**config.mk**
```make
export PLATFORM = sky130hd
export DESIGN_NAME = utf8_to_utf16_stream_decoder_unit_flat
export DESIGN_NICKNAME = d
export VERILOG_FILES = /design/src/rtl/u8u16_pkg.sv /design/src/rtl/u8u16_ifs.sv /design/src/rtl/utf8_to_utf16_stream_decoder_unit.sv /design/src/rtl/u8u16_front.sv /design/src/rtl/u8u16_queue.sv /design/src/rtl/u8u16_back.sv /design/src/flat_wrapper.sv
export SDC_FILE = /design/constraint.sdc
export NUM_CORES = 1
export LEC_CHECK = 0
export BUFFER_PORTS_ARGS = -buffer_cell sky130_fd_sc_hd__buf_2
export CAP_MARGIN = 20
export CORE_MARGIN = 3
export CORE_UTILIZATION = 52
export DETAILED_ROUTE_END_ITERATION = 8
export PLACE_DENSITY = 0.77
export SKIP_LAST_GASP = 1
export SLEW_MARGIN = 40
export SYNTH_ARGS = -nofsm -noshare
export SYNTH_HDL_FRONTEND = slang
export SYNTH_SLANG_ARGS = --single-unit
```
**constraint.sdc**
```tcl
create_clock -name i_clk -period 9.65 [get_ports i_clk]
set_clock_uncertainty 0.2 [all_clocks]
set_input_delay 1.93 -clock i_clk [delete_from_list [all_inputs] [get_ports i_clk]]
set_output_delay 1.93 -clock i_clk [all_outputs]
set_load 0.05 [all_outputs]
```
**src/rtl/u8u16_pkg.sv**
```systemverilog
// shared types and constants of the utf-8 to utf-16 decoder
// no dependencies
package u8u16_pkg;

    localparam logic [15:0] UNDERSCORE  = 16'h005F;
    localparam int          QUEUE_DEPTH = 4;

    typedef enum logic [2:0] {
        PH_IDLE   = 3'd0,
        PH_TWO    = 3'd1,
        PH_THREE1 = 3'd2,
        PH_THREE2 = 3'd3,
        PH_SKIP   = 3'd4
    } t_phase;

    // results of one input byte, one or two code units
    typedef struct packed {
        logic        two;
        logic        fin;
        logic [15:0] unit0;
        logic        repl0;
        logic [15:0] unit1;
        logic        repl1;
    } t_rec;

endpackage

```
**src/rtl/u8u16_ifs.sv**
```systemverilog
// stream interfaces of the utf-8 to utf-16 decoder: byte input and code unit output
// no dependencies
interface u8u16_in_if;
    logic       valid;
    logic       ready;
    logic [7:0] byte_in;
    logic       final_byte;

    modport source (output valid, output byte_in, output final_byte, input ready);
    modport sink (input valid, input byte_in, input final_byte, output ready);
endinterface

interface u8u16_out_if;
    logic        valid;
    logic        ready;
    logic [15:0] code_unit;
    logic        replaced;
    logic        end_of_run;
    logic        end_of_text;

    modport source (output valid, output code_unit, output replaced,
                    output end_of_run, output end_of_text, input ready);
    modport sink (input valid, input code_unit, input replaced,
                  input end_of_run, input end_of_text, output ready);
endinterface

```
**src/rtl/utf8_to_utf16_stream_decoder_unit.sv**
```systemverilog
// Streaming UTF-8 to UTF-16 decoder for the Basic Multilingual Plane. One byte is accepted per
// clock cycle whenever the record queue has room; the decode state updates in the same cycle,
// so a byte may follow in the very next cycle. Each byte yields zero, one or two code units.
// The output side delivers one code unit per cycle while ready is high, so a byte with two
// results takes two output transactions, and the QUEUE_DEPTH record queue between decode
// and output absorbs such bursts; sustained input rate is one byte per cycle as long as
// results average at most one per byte and the output is not stalled.
// depends on u8u16_pkg, u8u16_ifs, u8u16_front, u8u16_queue, u8u16_back
module utf8_to_utf16_stream_decoder_unit
    import u8u16_pkg::*;
#(
    parameter int QUEUE_DEPTH_P = QUEUE_DEPTH
) (
    input  logic        i_clk,
    input  logic        i_rst_n,
    u8u16_in_if.sink    i_in,
    u8u16_out_if.source o_out
);

    logic w_push, w_pop, w_full, w_valid;
    t_rec w_rec_in, w_rec_out;

    u8u16_front u_front (
        .i_clk   (i_clk),
        .i_rst_n (i_rst_n),
        .i_in    (i_in),
        .i_full  (w_full),
        .o_push  (w_push),
        .o_rec   (w_rec_in)
    );

    u8u16_queue #(
        .DEPTH (QUEUE_DEPTH_P)
    ) u_queue (
        .i_clk   (i_clk),
        .i_rst_n (i_rst_n),
        .i_push  (w_push),
        .i_rec   (w_rec_in),
        .i_pop   (w_pop),
        .o_valid (w_valid),
        .o_full  (w_full),
        .o_rec   (w_rec_out)
    );

    u8u16_back u_back (
        .i_clk   (i_clk),
        .i_rst_n (i_rst_n),
        .i_valid (w_valid),
        .i_rec   (w_rec_out),
        .o_pop   (w_pop),
        .o_out   (o_out)
    );

endmodule

```
**src/rtl/u8u16_front.sv**
```systemverilog
// front end: accepts bytes, keeps the pending sequence state and builds result records
// depends on u8u16_pkg and u8u16_in_if
module u8u16_front
    import u8u16_pkg::*;
(
    input  logic        i_clk,
    input  logic        i_rst_n,
    u8u16_in_if.sink    i_in,
    input  logic        i_full,
    output logic        o_push,
    output t_rec        o_rec
);

    t_phase      r_phase, n_phase;
    logic [7:0]  r_lead, n_lead;
    logic [7:0]  r_second, n_second;
    logic [2:0]  r_skip, n_skip;

    logic        w_accept;
    logic [7:0]  w_b;
    logic        w_cont;

    // lead decode of the incoming byte
    logic        l_v;
    logic [15:0] l_unit;
    logic        l_repl;
    t_phase      l_phase;
    logic [2:0]  l_skip;
    logic        l_set_lead;

    // result slots in order: pending sequence, new lead, end of text
    logic        a_v, b_v, c_v;
    logic [15:0] a_unit;
    logic        a_repl;
    logic        use_lead;

    assign i_in.ready = !i_full;
    assign w_accept   = i_in.valid && !i_full;
    assign w_b        = i_in.byte_in;
    assign w_cont     = (w_b[7:6] == 2'b10);

    always_comb begin
        l_v        = 1'b0;
        l_unit     = UNDERSCORE;
        l_repl     = 1'b1;
        l_phase    = PH_IDLE;
        l_skip     = 3'd0;
        l_set_lead = 1'b0;
        priority if (!w_b[7]) begin
            l_v    = 1'b1;
            l_unit = {8'h00, w_b};
            l_repl = 1'b0;
        end else if (!w_b[6]) begin
            l_v = 1'b1;
        end else if (!w_b[5]) begin
            l_set_lead = 1'b1;
            l_phase    = PH_TWO;
        end else if (!w_b[4]) begin
            l_set_lead = 1'b1;
            l_phase    = PH_THREE1;
        end else if (w_b[7:1] != 7'h7F) begin
            l_v     = 1'b1;
            l_phase = PH_SKIP;
            priority if (!w_b[3]) begin
                l_skip = 3'd3;
            end else if (!w_b[2]) begin
                l_skip = 3'd4;
            end else begin
                l_skip = 3'd5;
            end
        end else begin
            l_v = 1'b1;
        end
    end

    always_comb begin
        n_phase  = r_phase;
        n_lead   = r_lead;
        n_second = r_second;
        n_skip   = r_skip;
        a_v      = 1'b0;
        a_unit   = UNDERSCORE;
        a_repl   = 1'b1;
        use_lead = 1'b0;

        unique case (r_phase)
            PH_TWO: begin
                a_v = 1'b1;
                if (w_cont) begin
                    n_phase = PH_IDLE;
                    // c0 and c1 leads are overlong
                    if (r_lead[7:1] != 7'h60) begin
                        a_unit = {5'd0, r_lead[4:0], w_b[5:0]};
                        a_repl = 1'b0;
                    end
                end else begin
                    use_lead = 1'b1;
                end
            end
            PH_THREE1: begin
                if (w_cont) begin
                    n_second = w_b;
                    n_phase  = PH_THREE2;
                end else begin
                    a_v      = 1'b1;
                    use_lead = 1'b1;
                end
            end
            PH_THREE2: begin
                a_v = 1'b1;
                if (w_cont) begin
                    n_phase = PH_IDLE;
                    // reject encoded surrogates and overlong e0 forms
                    if (!((r_lead[3:0] == 4'hD) && r_second[5]) &&
                        !((r_lead == 8'hE0) && (r_second[7:5] == 3'b100))) begin
                        a_unit = {r_lead[3:0], r_second[5:0], w_b[5:0]};
                        a_repl = 1'b0;
                    end
                end else begin
                    use_lead = 1'b1;
                end
            end
            PH_SKIP: begin
                if (w_b[7] && (r_skip != 3'd0)) begin
                    n_skip = r_skip - 3'd1;
                    if (r_skip == 3'd1) begin
                        n_phase = PH_IDLE;
                    end
                end else begin
                    n_skip   = 3'd0;
                    use_lead = 1'b1;
                end
            end
            default: begin
                use_lead = 1'b1;
            end
        endcase

        if (use_lead) begin
            n_phase = l_phase;
            if (l_set_lead) begin
                n_lead = w_b;
            end
            if (l_phase == PH_SKIP) begin
                n_skip = l_skip;
            end
        end
        b_v = use_lead && l_v;

        c_v = i_in.final_byte &&
              ((n_phase == PH_TWO) || (n_phase == PH_THREE1) || (n_phase == PH_THREE2));
        if (i_in.final_byte) begin
            n_phase = PH_IDLE;
            n_skip  = 3'd0;
        end

        // keep the first two results of the slots in order
        o_rec.fin   = i_in.final_byte;
        o_rec.unit1 = UNDERSCORE;
        o_rec.repl1 = 1'b1;
        if (a_v) begin
            o_rec.unit0 = a_unit;
            o_rec.repl0 = a_repl;
            o_rec.two   = b_v || c_v;
            if (b_v) begin
                o_rec.unit1 = l_unit;
                o_rec.repl1 = l_repl;
            end
        end else if (b_v) begin
            o_rec.unit0 = l_unit;
            o_rec.repl0 = l_repl;
            o_rec.two   = c_v;
        end else begin
            o_rec.unit0 = UNDERSCORE;
            o_rec.repl0 = 1'b1;
            o_rec.two   = 1'b0;
        end
        o_push = w_accept && (a_v || b_v || c_v);
    end

    always_ff @(posedge i_clk) begin
        if (!i_rst_n) begin
            r_phase  <= PH_IDLE;
            r_lead   <= 8'h00;
            r_second <= 8'h00;
            r_skip   <= 3'd0;
        end else if (w_accept) begin
            r_phase  <= n_phase;
            r_lead   <= n_lead;
            r_second <= n_second;
            r_skip   <= n_skip;
        end
    end

endmodule

```
**src/rtl/u8u16_queue.sv**
```systemverilog
// short record queue between the decode front end and the output back end
// depends on u8u16_pkg
module u8u16_queue
    import u8u16_pkg::*;
#(
    parameter int DEPTH = QUEUE_DEPTH
) (
    input  logic i_clk,
    input  logic i_rst_n,
    input  logic i_push,
    input  t_rec i_rec,
    input  logic i_pop,
    output logic o_valid,
    output logic o_full,
    output t_rec o_rec
);

    localparam int PtrW = (DEPTH > 1) ? $clog2(DEPTH) : 1;
    localparam int CntW = $clog2(DEPTH + 1);

    t_rec            r_mem [DEPTH];
    logic [PtrW-1:0] r_wr, n_wr;
    logic [PtrW-1:0] r_rd, n_rd;
    logic [CntW-1:0] r_cnt, n_cnt;

    assign o_valid = (r_cnt != '0);
    assign o_full  = (r_cnt == CntW'(DEPTH));
    assign o_rec   = r_mem[r_rd];

    always_comb begin
        n_wr  = r_wr;
        n_rd  = r_rd;
        n_cnt = r_cnt;
        if (i_push) begin
            n_wr = (r_wr == PtrW'(DEPTH - 1)) ? '0 : r_wr + 1'b1;
        end
        if (i_pop) begin
            n_rd = (r_rd == PtrW'(DEPTH - 1)) ? '0 : r_rd + 1'b1;
        end
        if (i_push && !i_pop) begin
            n_cnt = r_cnt + 1'b1;
        end else if (!i_push && i_pop) begin
            n_cnt = r_cnt - 1'b1;
        end
    end

    always_ff @(posedge i_clk) begin
        if (i_push) begin
            r_mem[r_wr] <= i_rec;
        end
    end

    always_ff @(posedge i_clk) begin
        if (!i_rst_n) begin
            r_wr  <= '0;
            r_rd  <= '0;
            r_cnt <= '0;
        end else begin
            r_wr  <= n_wr;
            r_rd  <= n_rd;
            r_cnt <= n_cnt;
        end
    end

endmodule

```
**src/rtl/u8u16_back.sv**
```systemverilog
// back end: presents queued records as code unit transactions, two transactions for a pair
// depends on u8u16_pkg and u8u16_out_if
module u8u16_back
    import u8u16_pkg::*;
(
    input  logic        i_clk,
    input  logic        i_rst_n,
    input  logic        i_valid,
    input  t_rec        i_rec,
    output logic        o_pop,
    u8u16_out_if.source o_out
);

    logic r_sub, n_sub;
    logic w_last;
    logic w_take;

    assign w_last = !i_rec.two || r_sub;
    assign w_take = i_valid && o_out.ready;

    assign o_out.valid       = i_valid;
    assign o_out.code_unit   = r_sub ? i_rec.unit1 : i_rec.unit0;
    assign o_out.replaced    = r_sub ? i_rec.repl1 : i_rec.repl0;
    assign o_out.end_of_run  = w_last;
    assign o_out.end_of_text = w_last && i_rec.fin;

    assign o_pop = w_take && w_last;

    always_comb begin
        n_sub = r_sub;
        if (w_take) begin
            n_sub = !w_last;
        end
    end

    always_ff @(posedge i_clk) begin
        if (!i_rst_n) begin
            r_sub <= 1'b0;
        end else begin
            r_sub <= n_sub;
        end
    end

endmodule

```
**src/flat_wrapper.sv**
```systemverilog
// flat-port wrapper written by rule: the top's interface ports become plain ports
module utf8_to_utf16_stream_decoder_unit_flat import u8u16_pkg::*;
#(
    parameter int QUEUE_DEPTH_P = QUEUE_DEPTH
)
  (i_clk, i_rst_n, i_in_valid, i_in_byte_in, i_in_final_byte, i_in_ready, o_out_valid, o_out_code_unit, o_out_replaced, o_out_end_of_run, o_out_end_of_text, o_out_ready);
  u8u16_in_if i_in_i ();
  u8u16_out_if o_out_i ();
  input  logic i_clk;
  input  logic i_rst_n;
  input wire logic [$bits(i_in_i.valid)-1:0] i_in_valid;
  input wire logic [$bits(i_in_i.byte_in)-1:0] i_in_byte_in;
  input wire logic [$bits(i_in_i.final_byte)-1:0] i_in_final_byte;
  output wire logic [$bits(i_in_i.ready)-1:0] i_in_ready;
  output wire logic [$bits(o_out_i.valid)-1:0] o_out_valid;
  output wire logic [$bits(o_out_i.code_unit)-1:0] o_out_code_unit;
  output wire logic [$bits(o_out_i.replaced)-1:0] o_out_replaced;
  output wire logic [$bits(o_out_i.end_of_run)-1:0] o_out_end_of_run;
  output wire logic [$bits(o_out_i.end_of_text)-1:0] o_out_end_of_text;
  input wire logic [$bits(o_out_i.ready)-1:0] o_out_ready;
  assign i_in_i.valid = i_in_valid;
  assign i_in_i.byte_in = i_in_byte_in;
  assign i_in_i.final_byte = i_in_final_byte;
  assign i_in_ready = i_in_i.ready;
  assign o_out_valid = o_out_i.valid;
  assign o_out_code_unit = o_out_i.code_unit;
  assign o_out_replaced = o_out_i.replaced;
  assign o_out_end_of_run = o_out_i.end_of_run;
  assign o_out_end_of_text = o_out_i.end_of_text;
  assign o_out_i.ready = o_out_ready;
  utf8_to_utf16_stream_decoder_unit #(.QUEUE_DEPTH_P(QUEUE_DEPTH_P)) u_core (.i_clk(i_clk), .i_rst_n(i_rst_n), .i_in(i_in_i), .o_out(o_out_i));
endmodule
```
== Yosys cells after proc, flatten, opt, wreduce, memory -nomap -nowiden ==
Memory sizes are Yosys's and may differ from the RTL's. A register that Yosys moved wholly into a read port is not among the register bits.
Index checks and enable logic that the tools add are counted.
Word-level totals
  memories kept: 1
  output and inout bits: 21
  logic and storage cells: 128
  bits in writable memories: 144
  flip-flop bits (word level): 30
  input port bits: 13
Memory list
  u_core.u_queue.r_mem: depth 4, bits a word 36, read ports 1, clocked after memory_dff 1, wr ports 1, RTL line u8u16_queue.sv:21  | t_rec r_mem [DEPTH];
Cells by class
  mux-type cells: 63
  reduce and logical (&&, ||, !) cells: 33
  $add $sub $neg: 5
  equality and inequality tests: 18
Operators with widths (count)
  $mux W3: 24
  $mux W17: 3
  $mux W16: 3
  $pmux W16 S2: 1
  $mux W11: 2
  $mux W1: 21
  $ne A7 B7 Y1 const B: 2
  $logic_and A1 B1 Y1: 13
  $eq A3 B2 Y1 const B: 4
  $eq A3 B3 Y1 const B: 4
  $eq A3 B1 Y1 const B: 3
  $pmux W3 S3: 1
  $eq A8 B8 Y1 const B: 1
  $mux W2: 4
  $logic_not A1 Y1: 7
  $mux W7: 1
  $eq A2 B2 Y1 const B: 3
  $logic_or A1 B1 Y1: 6
  $pmux W1 S2: 3
  $reduce_and A3 Y1: 2
  $reduce_bool A3 Y1: 2
  $sub A3 B1 Y3 const B: 2
  $add A2 B1 Y2 const B: 2
  $eq A4 B4 Y1 const B: 1
  other kinds (4): 4

== Logic depth before layout (Yosys ltp) ==
  depth in word-level cells: 17
  depth in mapped cells: 11
  depth with buffers taken out: 11

== Modules after synthesis ==
From an unflattened synthesis, not the netlist that was laid out.
Unflattened totals
  cells, all modules: 451
  area total of the unflattened synthesis: 7574.8 µm²
Modules (own cells, without submodules)
  u8u16_queue: area each 5708.0 µm², instances 1, cells each 232, sequential area each 4504.3 µm²
  u8u16_front: area each 1591.5 µm², instances 1, cells each 192, sequential area each 440.4 µm²
  u8u16_back: area each 275.3 µm², instances 1, cells each 27, sequential area each 20.0 µm²

== Least setup slack after synthesis ==
No wires, ideal clock.
  path kind: input port to flip-flop
  start: in i_in_byte_in[7]
  end: reg u_core.u_queue.r_cnt[2]
  data arrival time: 4.281 ns
  library setup time: 0.076 ns
  stages: 11
  setup slack: 5.094 ns
  path buffers: 2
  required time: 9.374 ns
  cells stage by stage: buf_6 -> nor3b_1 -> or3_1 -> buf_2 -> a311oi_4 -> ha_1 -> inv_1 -> fa_1 -> xor2_1 -> or3_1 -> a21boi_0
Between the ends
  word-level cells in the longest chain between the ends: 16
  elaborated cells on any way between the ends: 33
  classes of those cells: eq/ne: 5; mux: 16; reduce/logical: 12
RTL lines
  from (decl): RTL line flat_wrapper.sv:12  | input wire logic [$bits(i_in_i.byte_in)-1:0] i_in_byte_in;
  $ne A7 B7 Y1: RTL line u8u16_front.sv:61  | end else if (w_b[7:1] != 7'h7F) begin
  $mux W3: RTL line u8u16_front.sv:61
  $mux W3: RTL line u8u16_front.sv:58  | end else if (!w_b[4]) begin
  $mux W3: RTL line u8u16_front.sv:55  | end else if (!w_b[5]) begin
  $mux W3: RTL line u8u16_front.sv:53  | end else if (!w_b[6]) begin
  $mux W3: RTL line u8u16_front.sv:49  | priority if (!w_b[7]) begin
  $mux W3: RTL line u8u16_front.sv:139  | if (use_lead) begin
  $eq A3 B1 Y1 or $eq A3 B2 Y1 (tied branches): RTL line u8u16_front.sv:151  | ((n_phase == PH_TWO) || (n_phase == PH_THREE1) || (n_phase == PH_THREE2));
  $logic_or A1 B1 Y1 (2 in series): RTL line u8u16_front.sv:151
  $logic_and A1 B1 Y1: RTL line u8u16_front.sv:150  | c_v = i_in.final_byte &&
  $logic_or A1 B1 Y1 *: RTL line u8u16_front.sv:178  | o_push = w_accept && (a_v || b_v || c_v);
  $logic_and A1 B1 Y1 *: RTL line u8u16_front.sv:178
  net u_core.u_front.o_push: RTL line u8u16_front.sv:10  | output logic o_push,
  $logic_not A1 Y1: RTL line u8u16_queue.sv:42  | end else if (!i_push && i_pop) begin
  $logic_and A1 B1 Y1: RTL line u8u16_queue.sv:42
  $reduce_bool A2 Y1 (no line)
  to (signal assigned): RTL line u8u16_queue.sv:61  | r_cnt <= n_cnt;
  to (decl): RTL line u8u16_queue.sv:24  | logic [CntW-1:0] r_cnt, n_cnt;
The timed path passes the listed nets; every way through them passes the cells marked *.
A chain may end at the register's enable or synchronous reset.

== Final worst setup path ==
Ends and elaborated chain as after synthesis.

==> flow_summary.toml <==
[cells_and_area]
layout-drive-gt1-share_pct = 22.37
num_antenna_cells = 0
syn_to_final_growth_pct = 14.79
layoutNonFillerInstCount = 605
nets = 475

[placement]
dp_cells = 573
place_congestion = 0.8831
portBuffers = 33
dp_hpwl_um = 7530

[detailed_routing]
via_per_inst = 5.982
ant_nets = 0
drt_iter0_markers = 277
drt_first_pass_iters = 5
via_count = 3619
routed_wirelength_um = 12090
routedWlPerCell_um = 19.99
drcViolationCount = 0

[synthesis]
synth_seq_cells = 140
yosys-top-cells-area = "edfxtp_1 53%, dfxtp_1 11%, mux4_2 10%"
synth_area_um2 = 6092
syn-instance-count = 416
yosysWarnings = 0
synth_top_flop_cell = "edfxtp_1"
synth_top_cell_by_area = "edfxtp_1"
synth_top_area_share_pct = 53.23
async_reset_ff_share_pct = 0
syn_area_per_cell_um2 = 14.64
syn-num-nets = 439
synth_edf_count = 108
yosysSeqAreaShare_pct = 63.75
synth_cell_type_count = 55

[cts]
ctsResizeCount = 0
cts_tree = "yes"
cts_max_path_buffers = 2
clk_pin_slew_ns = 0.06
cts_made_buffers = 17
htree_levels = 4
cts_sinks = 140
postCtsSetupBuffers = 0
cts_hold_buf = 0
cts_root_buf = "clkbuf_16"
clk_latency_ns = 0.41

[power]
leakage_nw = 2.344
power_density_nw_per_um2 = 267.4
peakVddDrop_uv = 173.2

[global_routing]
grt_pass1_vias = 3707
grt_first_pass_wirelength_um = 19870
antenna_found_initial = 0
grt_max_degree = 40
track_usage_pct = 20.15
grt_overflow = 0

[timing]
worst_pin_slew_ns = 0.7661
hold_viol_final = 0
tns_ns = 0
min_period_ns = 4.509
fmax_ghz = 0.2218
report.final.slew_viol_count = 0
slew_headroom_pct = 48.21
rsz0062_at_grt = "no"
setup_viol = 0
post-route-period-util_pct = 46.72

[floorplan]
start_util_pct = 54.76
ioPinCount = 34
core_region_area_um2 = 11130
fp.dieArea_um2 = 13050
die_y_um = 114.2
core.rowCount = 38
die_w_um = 114.2

[worst_setup_path]
crit_slowest_cell = "or3_1"
crit_type = "in -> reg"
crit_chain = "buf_2 -> nor3b_1 -> or3_1 -> a311oi_4 -> ha_1 -> inv_1 -> fa_1 -> xor2_1 -> or3_1 -> a21boi_0"
cp_max_fo = 19
required_ns = 9.79
critPathCaptureType = "flop"
cp_common_cell = "or3_1"
startpoint_type = "input port"
crit_buf_inv = 2
arrival_ns = 4.65
cp_slowest_stage_delay_ns = 0.50
critPathTopFamily = "simple AND/OR/NAND/NOR gates"

[flow_run]
cap_viol_max_count = 0

[outcome]
outcome = "finished clean"

[worst_hold_path]
hold_path_class = "reg -> reg"
placed cells by master (no fill, tap or decap), drive strengths merged, types with 2 or more instances in the layout:
cell type | Yosys | routed
o311a | 2 | 2
a21boi | 2 | 2
a21oi | 4 | 4
inv | 15 | 15
clkbuf | 13 | 20
clkinv | 0 | 5
buf | 8 | 38
o21a | 4 | 4
or3 | 7 | 7
o21ai | 11 | 11
ha | 9 | 9
nor3b | 4 | 4
mux4 | 27 | 27
nor2 | 12 | 12
nand2b | 2 | 2
a22o | 5 | 5
nand3 | 5 | 5
and3 | 2 | 2
clkinvlp | 0 | 3
a21o | 2 | 2
o22ai | 3 | 3
and2 | 23 | 23
and3b | 2 | 2
nand2 | 55 | 55
or3b | 2 | 2
nand4 | 2 | 2
nand4bb | 2 | 2
nor4b | 3 | 3
o211ai | 3 | 3
mux2i | 14 | 14
o31ai | 4 | 4
bufinv | 0 | 4
dfxtp | 32 | 32
o2bb2ai | 2 | 2
edfxtp | 108 | 108
nor2b | 9 | 9
layout make-up:
class                           instances  area [um^2]
Fill cell                             835         4133
Clock inverter                         12        170.2
Inverter                               15        56.30
Sequential cell                       140         3887
Clock buffer                           20        446.7
Timing Repair Buffer                   38        202.7
Multi-Input combinational cell        240         2054
Tap cell                              140        175.2
routing by layer:
layer	vias to the layer above	track usage, %	part of all wire (%)
met2	143	31.34	49
li1	1653	-	-
met4	0	7.838	1.4
met3	13	5.761	6.6
met1	1810	27.07	43
met5	-	0	0
synthesized netlist by cell type (2+ instances only):
| master | count |
|---|---|
| or3_1 | 7 |
| a21boi_0 | 2 |
| ha_1 | 9 |
| and3_1 | 2 |
| mux4_2 | 27 |
| mux2i_1 | 14 |
| nand4_1 | 2 |
| nor4b_1 | 3 |
| buf_2 | 7 |
| o21a_1 | 4 |
| nor3b_1 | 2 |
| or3b_2 | 2 |
| edfxtp_1 | 108 |
| and2_1 | 23 |
| nor2_1 | 12 |
| nor2b_1 | 9 |
| nor3b_2 | 2 |
| o21ai_0 | 11 |
| nand4bb_1 | 2 |
| a22o_1 | 5 |
| o22ai_1 | 2 |
| and3b_1 | 2 |
| a21oi_1 | 4 |
| a21o_1 | 2 |
| o211ai_1 | 3 |
| inv_1 | 15 |
| nand2b_1 | 2 |
| o311a_1 | 2 |
| o2bb2ai_1 | 2 |
| dfxtp_1 | 32 |
| o31ai_1 | 4 |
| nand2_1 | 55 |
| nand3_1 | 5 |
| clkbuf_1 | 11 |
| clkbuf_2 | 2 |
cells by family (layout without fill, tap and decap cells):
kind of cell    after synthesis  count (layout)  synth area share (%)
buf+inv                      36              85                 2.526
xor+xnor                      2               2                0.2876
compound gates               52              52                 6.695
flops                       140             140                 63.75
fa+ha+maj                    10              10                 2.177
simple gates                135             135                 12.28
mux                          41              41                 12.28
where the power goes:
| part | total (W) | internal [W] | leakage [nW] | switching [W] |
|---|---|---|---|---|
| clock network | 0.000674 | 0.000437 | 0.293 | 0.000237 |
| registers | 0.000752 | 0.000705 | 1.18 | 0.0000469 |
| logic | 0.000444 | 0.000146 | 0.867 | 0.000298 |
| total | 0.00187 | 0.00129 | 2.34 | 0.000582 |
final timing paths:
path	slack [ns]	start	cells after the start	endpoint
max	5.14	i_in_byte_in[7]	10	u_core.u_queue.r_cnt[2]
min reg2reg	0.24	u_core.u_front.r_second[6]	2	u_core.u_front.r_second[6]
max reg2reg	6.35	u_core.u_front.r_phase[0]	9	u_core.u_queue.r_cnt[2]
min	0.24	u_core.u_front.r_second[6]	2	u_core.u_front.r_second[6]
flip-flops by register name, summed over array words and instances, names as in the netlist, named ones only:
name	flops
u_core.u_back.r_sub	1
u_core.u_front.r_phase	3
u_core.u_front.r_second	8
u_core.u_queue.r_rd	2
u_core.u_queue.r_cnt	3
u_core.u_front.r_skip	3
u_core.u_front.r_lead	8
u_core.u_queue.r_wr	2
u_core.u_queue.r_mem	108
metrics by stage:
stage	hold WS, ns	util [%]	setup WS (ns)	instance area [um^2]	total power (W)
CTS	0.2427	62.85	5.157	6993	0.001886
floorplan	0.2098	-	5.094	6092	0.001106
global placement	0.2168	57.29	4.857	6374	0.001203
global route	0.2648	62.85	4.944	6993	0.001946
finish	0.2406	62.85	5.141	6993	0.001870
detailed placement	0.2312	57.31	4.729	6376	0.001213
tightest hold or removal path, stage by stage, from the launching register on:
cell	delay [ns]
dfxtp_1	0.31
nand2_1	0.06
nor2_1	0.03
No activity file was read; power rests on OpenSTA's default activity.
